[config.mk]
export PLATFORM = sky130hd
export DESIGN_NAME = midi_byte_stream_parser_core
export DESIGN_NICKNAME = d
export VERILOG_FILES = /design/src/hw/rtl/mbsp_pkg.sv /design/src/hw/rtl/mbsp_decode.sv /design/src/hw/rtl/midi_byte_stream_parser_core.sv
export SDC_FILE = /design/constraint.sdc
export NUM_CORES = 1
export LEC_CHECK = 0
export BUFFER_PORTS_ARGS = -buffer_cell sky130_fd_sc_hd__buf_2
export CAP_MARGIN = 30
export CORE_ASPECT_RATIO = 0.6
export CORE_UTILIZATION = 45
export CTS_BUF_LIST = sky130_fd_sc_hd__clkbuf_4
export DETAILED_ROUTE_END_ITERATION = 6
export GPL_TIMING_DRIVEN = 0
export PLACE_DENSITY = 0.67
export SKIP_CTS_REPAIR_TIMING = 1
export SLEW_MARGIN = 20
export SYNTH_ARGS = -nofsm -noshare
export SYNTH_HDL_FRONTEND = slang
export SYNTH_SLANG_ARGS = --single-unit
[constraint.sdc]
create_clock -name clk -period 8.2 [get_ports clk]
set_input_delay 1.64 -clock clk [delete_from_list [all_inputs] [get_ports clk]]
set_output_delay 1.64 -clock clk [all_outputs]
set_load 0.01 [all_outputs]
[src/hw/rtl/mbsp_pkg.sv]
// Shared types, constants and helpers for the MIDI byte stream parser.
`default_nettype none

package mbsp_pkg;

  // Largest sysex length that is counted; the count saturates here.
  localparam int SYSEX_MAX = 1024;

  // Width of the sysex length field and its largest value.
  localparam int LEN_W       = 11;
  localparam int LEN_MAX_INT = (1 << LEN_W) - 1;
  localparam int LEN_CAP_INT = (SYSEX_MAX > LEN_MAX_INT) ? LEN_MAX_INT : SYSEX_MAX;
  localparam logic [LEN_W-1:0] LEN_CAP = LEN_W'(LEN_CAP_INT);

  // Status bytes with a meaning of their own.
  localparam logic [7:0] STATUS_SYSEX_START = 8'hF0;
  localparam logic [7:0] STATUS_SYSEX_END   = 8'hF7;

  // Status groups (upper nibble of the running status).
  localparam logic [3:0] GRP_NOTE_OFF   = 4'h8;
  localparam logic [3:0] GRP_NOTE_ON    = 4'h9;
  localparam logic [3:0] GRP_POLY_PRESS = 4'hA;
  localparam logic [3:0] GRP_CONTROL    = 4'hB;
  localparam logic [3:0] GRP_PROGRAM    = 4'hC;
  localparam logic [3:0] GRP_CHAN_PRESS = 4'hD;
  localparam logic [3:0] GRP_PITCH_BEND = 4'hE;

  // Result kinds.
  typedef enum logic [1:0] {
    KIND_THREE_BYTE = 2'd0,
    KIND_TWO_BYTE   = 2'd1,
    KIND_SYSEX_END  = 2'd2
  } kind_t;

  // Parser state carried from one byte to the next.
  typedef struct packed {
    logic [7:0]       running_status;
    logic [6:0]       held_data;
    logic [LEN_W-1:0] byte_position;
    logic             in_sysex;
  } parse_state_t;

  // One result beat.
  typedef struct packed {
    kind_t            kind;
    logic [7:0]       status_byte;
    logic [6:0]       first_data;
    logic [6:0]       second_data;
    logic [LEN_W-1:0] sysex_length;
  } result_t;

  // Saturating increment of the sysex byte count.
  function automatic logic [LEN_W-1:0] count_up(input logic [LEN_W-1:0] n);
    count_up = (n >= LEN_CAP) ? LEN_CAP : n + LEN_W'(1);
  endfunction

endpackage

`default_nettype wire

[src/hw/rtl/mbsp_decode.sv]
// Combinational decode of one MIDI byte against the running parser state.
`default_nettype none

module mbsp_decode
  import mbsp_pkg::*;
(
  input  wire logic [7:0]   midi_byte,
  input  wire parse_state_t state,
  output parse_state_t      state_next,
  output logic              res_valid,
  output result_t           res
);

  // Status bytes, sysex counting and channel message assembly.
  always_comb begin
    state_next = state;
    res_valid  = 1'b0;
    res        = '{kind: KIND_THREE_BYTE, status_byte: 8'h00, first_data: 7'h00,
                   second_data: 7'h00, sysex_length: '0};

    if (midi_byte[7]) begin
      // Any status byte replaces the running status.
      state_next.running_status = midi_byte;
      if (midi_byte == STATUS_SYSEX_START) begin
        state_next.in_sysex      = 1'b1;
        state_next.byte_position = LEN_W'(1);
      end else begin
        state_next.in_sysex      = 1'b0;
        state_next.byte_position = '0;
        if (midi_byte == STATUS_SYSEX_END) begin
          res_valid        = 1'b1;
          res.kind         = KIND_SYSEX_END;
          res.status_byte  = midi_byte;
          res.sysex_length = state.in_sysex ? count_up(state.byte_position)
                                            : LEN_W'(1);
        end
      end
    end else if (state.in_sysex) begin
      // Data inside sysex is only counted.
      state_next.byte_position = count_up(state.byte_position);
    end else begin
      case (state.running_status[7:4])
        GRP_NOTE_OFF, GRP_NOTE_ON, GRP_POLY_PRESS, GRP_CONTROL, GRP_PITCH_BEND: begin
          if (state.byte_position == '0) begin
            state_next.held_data     = midi_byte[6:0];
            state_next.byte_position = LEN_W'(1);
          end else begin
            state_next.byte_position = '0;
            res_valid       = 1'b1;
            res.kind        = KIND_THREE_BYTE;
            res.status_byte = state.running_status;
            res.first_data  = state.held_data;
            res.second_data = midi_byte[6:0];
          end
        end
        GRP_PROGRAM, GRP_CHAN_PRESS: begin
          state_next.held_data     = midi_byte[6:0];
          state_next.byte_position = '0;
          res_valid       = 1'b1;
          res.kind        = KIND_TWO_BYTE;
          res.status_byte = state.running_status;
          res.first_data  = midi_byte[6:0];
        end
        default: begin
          // No usable running status: the data byte is dropped.
        end
      endcase
    end
  end

endmodule

`default_nettype wire

[src/hw/rtl/midi_byte_stream_parser_core.sv]
// Top level of the MIDI byte stream parser with output register and skid stage.
`default_nettype none

// MIDI byte stream parser. One raw MIDI byte enters per beat on the slave side, and
// the block sustains one byte per clock while the skid stage is empty. The running
// status, the held first data byte, the data position or sysex count and the sysex
// flag are updated in the same cycle the byte is accepted; a finished message is
// registered in the output register, or in a second result register (skid stage)
// while the master side is stalled, so the input keeps flowing for one more beat;
// s_tready drops only while that skid stage is occupied. The result kind travels
// on m_tuser; sysex lengths include F0 and F7 and saturate at 1024.
module midi_byte_stream_parser_core
  import mbsp_pkg::*;
(
  input  wire logic        clk,
  input  wire logic        rst,

  input  wire logic        s_tvalid,
  output logic             s_tready,
  input  wire logic [7:0]  s_tdata,   // [7:0] midi_byte

  output logic             m_tvalid,
  input  wire logic        m_tready,
  output logic [39:0]      m_tdata,   // [7:0] status_byte, [14:8] first_data,
                                      // [21:15] second_data, [32:22] sysex_length,
                                      // [39:33] zero
  output logic [1:0]       m_tuser    // [1:0] kind
);

  parse_state_t state;
  parse_state_t state_next;
  logic         res_valid;
  result_t      res;

  result_t      main_res;
  result_t      skid_res;
  logic         skid_valid;

  logic         accept;
  logic         push;
  logic         pop;

  mbsp_decode u_decode (
    .midi_byte  (s_tdata),
    .state      (state),
    .state_next (state_next),
    .res_valid  (res_valid),
    .res        (res)
  );

  assign s_tready = !skid_valid;
  assign accept   = s_tvalid && s_tready;
  assign push     = accept && res_valid;
  assign pop      = m_tvalid && m_tready;

  // Parser state advances on every accepted beat.
  always_ff @(posedge clk) begin
    if (rst) begin
      state <= '0;
    end else if (accept) begin
      state <= state_next;
    end
  end

  // Output register backed by a one-entry skid stage.
  always_ff @(posedge clk) begin
    if (rst) begin
      m_tvalid   <= 1'b0;
      skid_valid <= 1'b0;
    end else if (!m_tvalid || pop) begin
      if (skid_valid) begin
        main_res   <= skid_res;
        m_tvalid   <= 1'b1;
        skid_valid <= 1'b0;
      end else if (push) begin
        main_res <= res;
        m_tvalid <= 1'b1;
      end else begin
        m_tvalid <= 1'b0;
      end
    end else if (push) begin
      skid_res   <= res;
      skid_valid <= 1'b1;
    end
  end

  // Pack the result beat.
  assign m_tuser = main_res.kind;
  assign m_tdata = {7'd0, main_res.sysex_length, main_res.second_data,
                    main_res.first_data, main_res.status_byte};

  // The skid stage only fills behind a held output beat.
  a_skid_behind_main: assert property (@(posedge clk) disable iff (rst)
    skid_valid |-> m_tvalid)
    else $error("skid stage holds a beat while the output register is empty");

  // Inside sysex the count always includes at least the F0.
  a_sysex_count_nonzero: assert property (@(posedge clk) disable iff (rst)
    state.in_sysex |-> (state.byte_position != '0))
    else $error("sysex active with a zero byte count");

  // The count never passes the saturation limit.
  a_count_capped: assert property (@(posedge clk) disable iff (rst)
    state.byte_position <= LEN_CAP)
    else $error("byte position above the sysex cap");

  // Outside sysex the position only marks whether a first data byte is held.
  a_channel_position: assert property (@(posedge clk) disable iff (rst)
    !state.in_sysex |-> (state.byte_position <= LEN_W'(1)))
    else $error("channel message position out of range");

endmodule

`default_nettype wire

; After elaboration in Yosys (flattened, before gate mapping)
; Cells that the tools add are included.
[op_classes]
addsub = 1
multipliers = 0
n_div = 0
n_lt_le_gt_ge = 1
eq_ne = 10
shift = 0
muxes = 29
bitwise = 4
n_reduce_logical = 18
[op_table]
columns = operator, count
row1 = 11-bit 2-to-1 mux, 7
row2 = 35-bit 2-to-1 mux, 2
row3 = 18-bit one-hot mux with 2 select lines, 1
row4 = 17-bit one-hot mux with 2 select lines, 1
row5 = 10-bit 2-to-1 mux, 3
row6 = 4-bit equality test (second input constant), 7
row7 = 24-bit 2-to-1 mux, 1
row8 = 22-bit 2-to-1 mux, 1
row9 = 8-bit equality test (second input constant), 2
row10 = 14-bit 2-to-1 mux, 1
row11 = 7-bit 2-to-1 mux, 2
row12 = 11-bit by 1-bit adder with 11-bit output (second input constant), 1
row13 = 11-bit >= comparator (second input constant), 1
row14 = 11-bit zero test, 1
row15 = 1-bit 2-to-1 mux, 8
row16 = 3-bit AND reduction, 2
row17 = 5-bit AND reduction, 1
row18 = 5-bit OR reduction, 1
row19 = 1-bit NOT, 4
row20 = 2-bit AND reduction, 2
row21 = 2-bit nonzero test, 2
row22 = 4-bit nonzero test, 1
row23 = 2-bit OR reduction, 2
row24 = 1-bit logical AND, 3
row25 = 5 further kinds, 6
[word_totals]
register_bits = 99
latchBits = 0
ram_bits = 0
rom_bits = 0
inputBits = 12
output_inout_bits = 44
elab_cells = 79
mem_count = 0

; Logic depth before layout (Yosys ltp)
[logic_depth]
depth_word = 8
mapped_depth = 8
mapped_depth_nobuf = 6

; Cells and area by module
; A second synthesis with hierarchy kept.
[hier_totals]
cells_unflattened = 425
area_unflattened_um2 = 4684.5
[modules_own_cells]
columns = module, instances, cells_each, area_per_inst_um2, seq_area_each_um2
row1 = midi_byte_stream_parser_core, 1, 247, 3626.0, 2682.6
row2 = mbsp_decode, 1, 178, 1058.5, 0.0

; Worst setup path after synthesis
; OpenSTA, ideal clock, no wires.
[synth_path]
path_kind = input -> register
from = in s_tdata[7]
to = reg skid_res[0] (netlist bit) (enable)
setup_time_ps = 617
arrival_ps = 7863
required_ps = 7583
path_slack_ps = -280
stages = 5
path_buffers = 2
path_cell_list = buf_2 -> nand4_1 -> or3_1 -> buf_2 -> a2111oi_0
[synth_between]
elab_chain_len = 6
word_cells_on_any_way = 7
classes_between = 2 x eq/ne / 3 x mux / 2 x reduce/logical
[synth_lines]
columns = item, line
row1 = "start, declared", midi_byte_stream_parser_core.sv:20  ; input wire logic [7:0] s_tdata,
row2 = 8-bit equality test, mbsp_decode.sv:30  ; if (midi_byte == STATUS_SYSEX_END) begin
row3 = 1-bit 2-to-1 mux, mbsp_decode.sv:30
row4 = 1-bit 2-to-1 mux, mbsp_decode.sv:24  ; if (midi_byte == STATUS_SYSEX_START) begin
row5 = 1-bit 2-to-1 mux (*), mbsp_decode.sv:21  ; if (midi_byte[7]) begin
row6 = 1-bit logical AND (*), midi_byte_stream_parser_core.sv:53  ; assign push = accept && res_valid;
row7 = 3-bit AND reduction (no line) (*), --
row8 = "end signal, assigned", midi_byte_stream_parser_core.sv:82  ; skid_res <= res;
row9 = "end, declared", midi_byte_stream_parser_core.sv:36  ; result_t skid_res;
; Mark *: on every way between the ends. The rest lies on a longest branch, timed or not.
; A chain may end at the register's enable or synchronous reset.

; Worst setup path after layout
[layout_path]
from = in s_tdata[7]
to = reg skid_res[32] (netlist bit) (enable)
; The elaborated chain is that of the path after synthesis.

==> flow_metrics.tcl <==
set metrics [dict create \
    grt_max_degree 19 \
    final_core_util_pct 52.9 \
    min_period_over_period_pct 48.1 \
    boundaryPins 56 \
    place_congestion 0.905 \
    setup_violations 0 \
    start_kind "input pin" \
    wl_per_cell_um 17.3 \
    final_hold_viol_count 0 \
    clk_pin_slew_ns 0.15 \
    crit_family "buffers and inverters" \
    outcome "finished with violations" \
    drive_gt1_share_pct 22.1 \
    slowest_stage "a2111oi_2" \
    die_x_um 133 \
    cts_sinks 99 \
    crit_path_cell_trace "buf_2 -> buf_2 -> nand4_1 -> or3_1 -> buf_2 -> a2111oi_2 -> buf_4 -> buf_4 -> buf_2 -> buf_2" \
    tightestPinTransition_ns 0.704 \
    place_hpwl_mm 7.94 \
    critPathKind "in -> reg" \
    cts_made_buffers 9 \
    antenna_found_initial 1 \
    maxSlewHeadroom_pct 53.0 \
    worstPathArrival_ns 4.14 \
    vias 3444 \
    async_flop_share_pct 0 \
    ir_drop_v 0.0000627 \
    ctsRootBufferMaster "clkbuf_4" \
    ys_seq_area_share_pct 58.3 \
    min_path_type "reg -> reg" \
    rsz0062_at_grt "no" \
    yosysTopAreaCellShare_pct 45.7 \
    failed_checks "DRC" \
    synth.largest_area_cell "edfxtp_1" \
    drc 1 \
    overflow 0 \
    fmax_mhz 254 \
    syn_to_final_growth_pct 13.7 \
    min_period_ns 3.94 \
    critPathMaxFanout 10 \
    slowest_delay_ns 0.64 \
    cts_buffer_depth 2 \
    power_w 0.000824 \
    start_util_pct 46.6 \
    fin_worst_skew_ns 0.0157 \
    cp_num_buf_inv 7 \
    hold_ws_ns 0.479 \
    syn_inst 409 \
    grt_pass1_vias 3087 \
    cp-end-kind "flip-flop" \
    multi_input_area_um2 1690 \
    syn-cell-area_um2 4600 \
    synthFlopType "edfxtp_1" \
    layout.area.seq_um2 2680 \
    cts_tree "done" \
    clk_latency_ns 0.47 \
    ant_nets 0 \
    met1Wirelength_mm 5.28 \
    wl_met2_mm 4.33 \
    core-area_um2 9880 \
    drv_cap 0 \
    synthTopCellsByArea "edfxtp_1, dfxtp_1, nand2_1, mux2i_1, nor2_1" \
    synth_most_common_cell "edfxtp_1" \
    maxSlewViolCount 0 \
    drt-initial-drc-count 318 \
    nNetsFinal 497 \
    htreeDepth 3 \
    io_buffer_count 48 \
    highest_layer "met5" \
    fin_tns_setup_ns 0 \
    rows 28 \
    p_leak_nw 2.07 \
    syn_avg_cell_area_um2 11.2 \
    vias_per_cell 5.53 \
    dieArea_um2 10600 \
    wl_met3_mm 1.05 \
    die_height_um 80.3 \
    ys_types 60 \
    grt_use_total_pct 21.6 \
    cpMostUsedCell "buf_2" \
    routed_wl_mm 10.8 \
    synth-edff-count 70 \
    ys_ff_latch 99 \
    crit_required_ns 8.40 \
    powerDensity_nw_per_um2 158 \
    diodes 0 \
    grt_pass1_wl_mm 17.0 \
    drtPass1Iterations 7 \
    nFillCells 907 \
    yosys-top-cells-count "edfxtp_1, nand2_1, nor2_1" \
    ys_warn_count 0 \
]
-- worst reg2reg max path: stages, from the launching register on --
cell       delay, ns
dfxtp_1         0.47
inv_1           0.09
ha_1            0.21
and2b_1         0.20
nand4_1         0.14
nand2_1         0.10
a2111oi_2       0.71
buf_4           0.30
buf_4           0.18
buf_2           0.21
buf_2           0.23
-- layer usage --
| layer | GRT usage [%] | vias up |
|---|---|---|
| met5 | 0 | - |
| met4 | 7.13 | 2 |
| met3 | 6.69 | 10 |
| met2 | 29.2 | 155 |
| met1 | 32.0 | 1633 |
| li1 | - | 1644 |
-- metrics by stage --
step | instance area (um2) | setup slack (ns) | instances
4_1_cts | 5230 | 4.30 | 623
5_1_grt | 5230 | 4.12 | 623
6_report | 5230 | 4.26 | 623
2_1_floorplan | 4620 | 1.41 | 415
3_3_place_gp | 5030 | -0.785 | 598
3_5_place_dp | 5100 | 3.76 | 607
-- final timing paths --
check	startpoint	end	slack, ns	cells after the start
min reg2reg	state[22]$_SDFFE_PP0P_	state[22]$_SDFFE_PP0P_	0.48	2
max	s_tdata[7]	skid_res[32]$_DFFE_PP_	4.26	10
min	state[22]$_SDFFE_PP0P_	state[22]$_SDFFE_PP0P_	0.48	2
max reg2reg	state[1]$_SDFFE_PP0P_	skid_res[32]$_DFFE_PP_	5.09	10
-- sequential cells by signal, indices dropped and copies added (netlist names) --
register,flops
m_tdata,33
skid_res,35
skid_valid,1
m_tuser,2
state,27
m_tvalid,1
-- logic make-up after synthesis --
family / Yosys count / share of synthesized area (%)
and+or+nand+nor: 149 / 17.7
muxes: 16 / 3.56
other: 1 / 0.0815
buffers and inverters: 57 / 5.66
DFF: 99 / 58.3
AOI/OAI and AO/OA: 79 / 13.0
adders and majority gates: 2 / 0.544
xor gates and xnor gates: 6 / 1.14
-- area by class of cell --
cell class | instances | area share [%]
plain buffers | 33 | 3.23
inverters | 24 | 1.75
multi-input cells | 259 | 32.3
repair buffers | 57 | 5.77
clock buffers | 9 | 1.29
clock inverters | 7 | 1.10
flip-flops and latches | 99 | 51.3
well taps | 135 | 3.23
-- report_power, final --
group          switching, W  total (W)  internal (W)
clock network      0.000174   0.000241     0.0000665
registers        0.00000269   0.000535      0.000532
logic             0.0000334  0.0000489     0.0000156
total              0.000210   0.000824      0.000614
-- placed cells by master (no fill, tap or decap), drive strengths merged, types with 10 or more instances in the layout --
| master | instances |
|---|---|
| o21ai | 19 |
| inv | 26 |
| mux2i | 13 |
| nand2 | 36 |
| clkbuf | 24 |
| a21oi | 10 |
| dfxtp | 29 |
| buf | 75 |
| edfxtp | 70 |
| nand4 | 14 |
| nor2 | 33 |
| nand2b | 19 |
| o31ai | 11 |
Note: power is estimated with default switching activity, not from simulation.
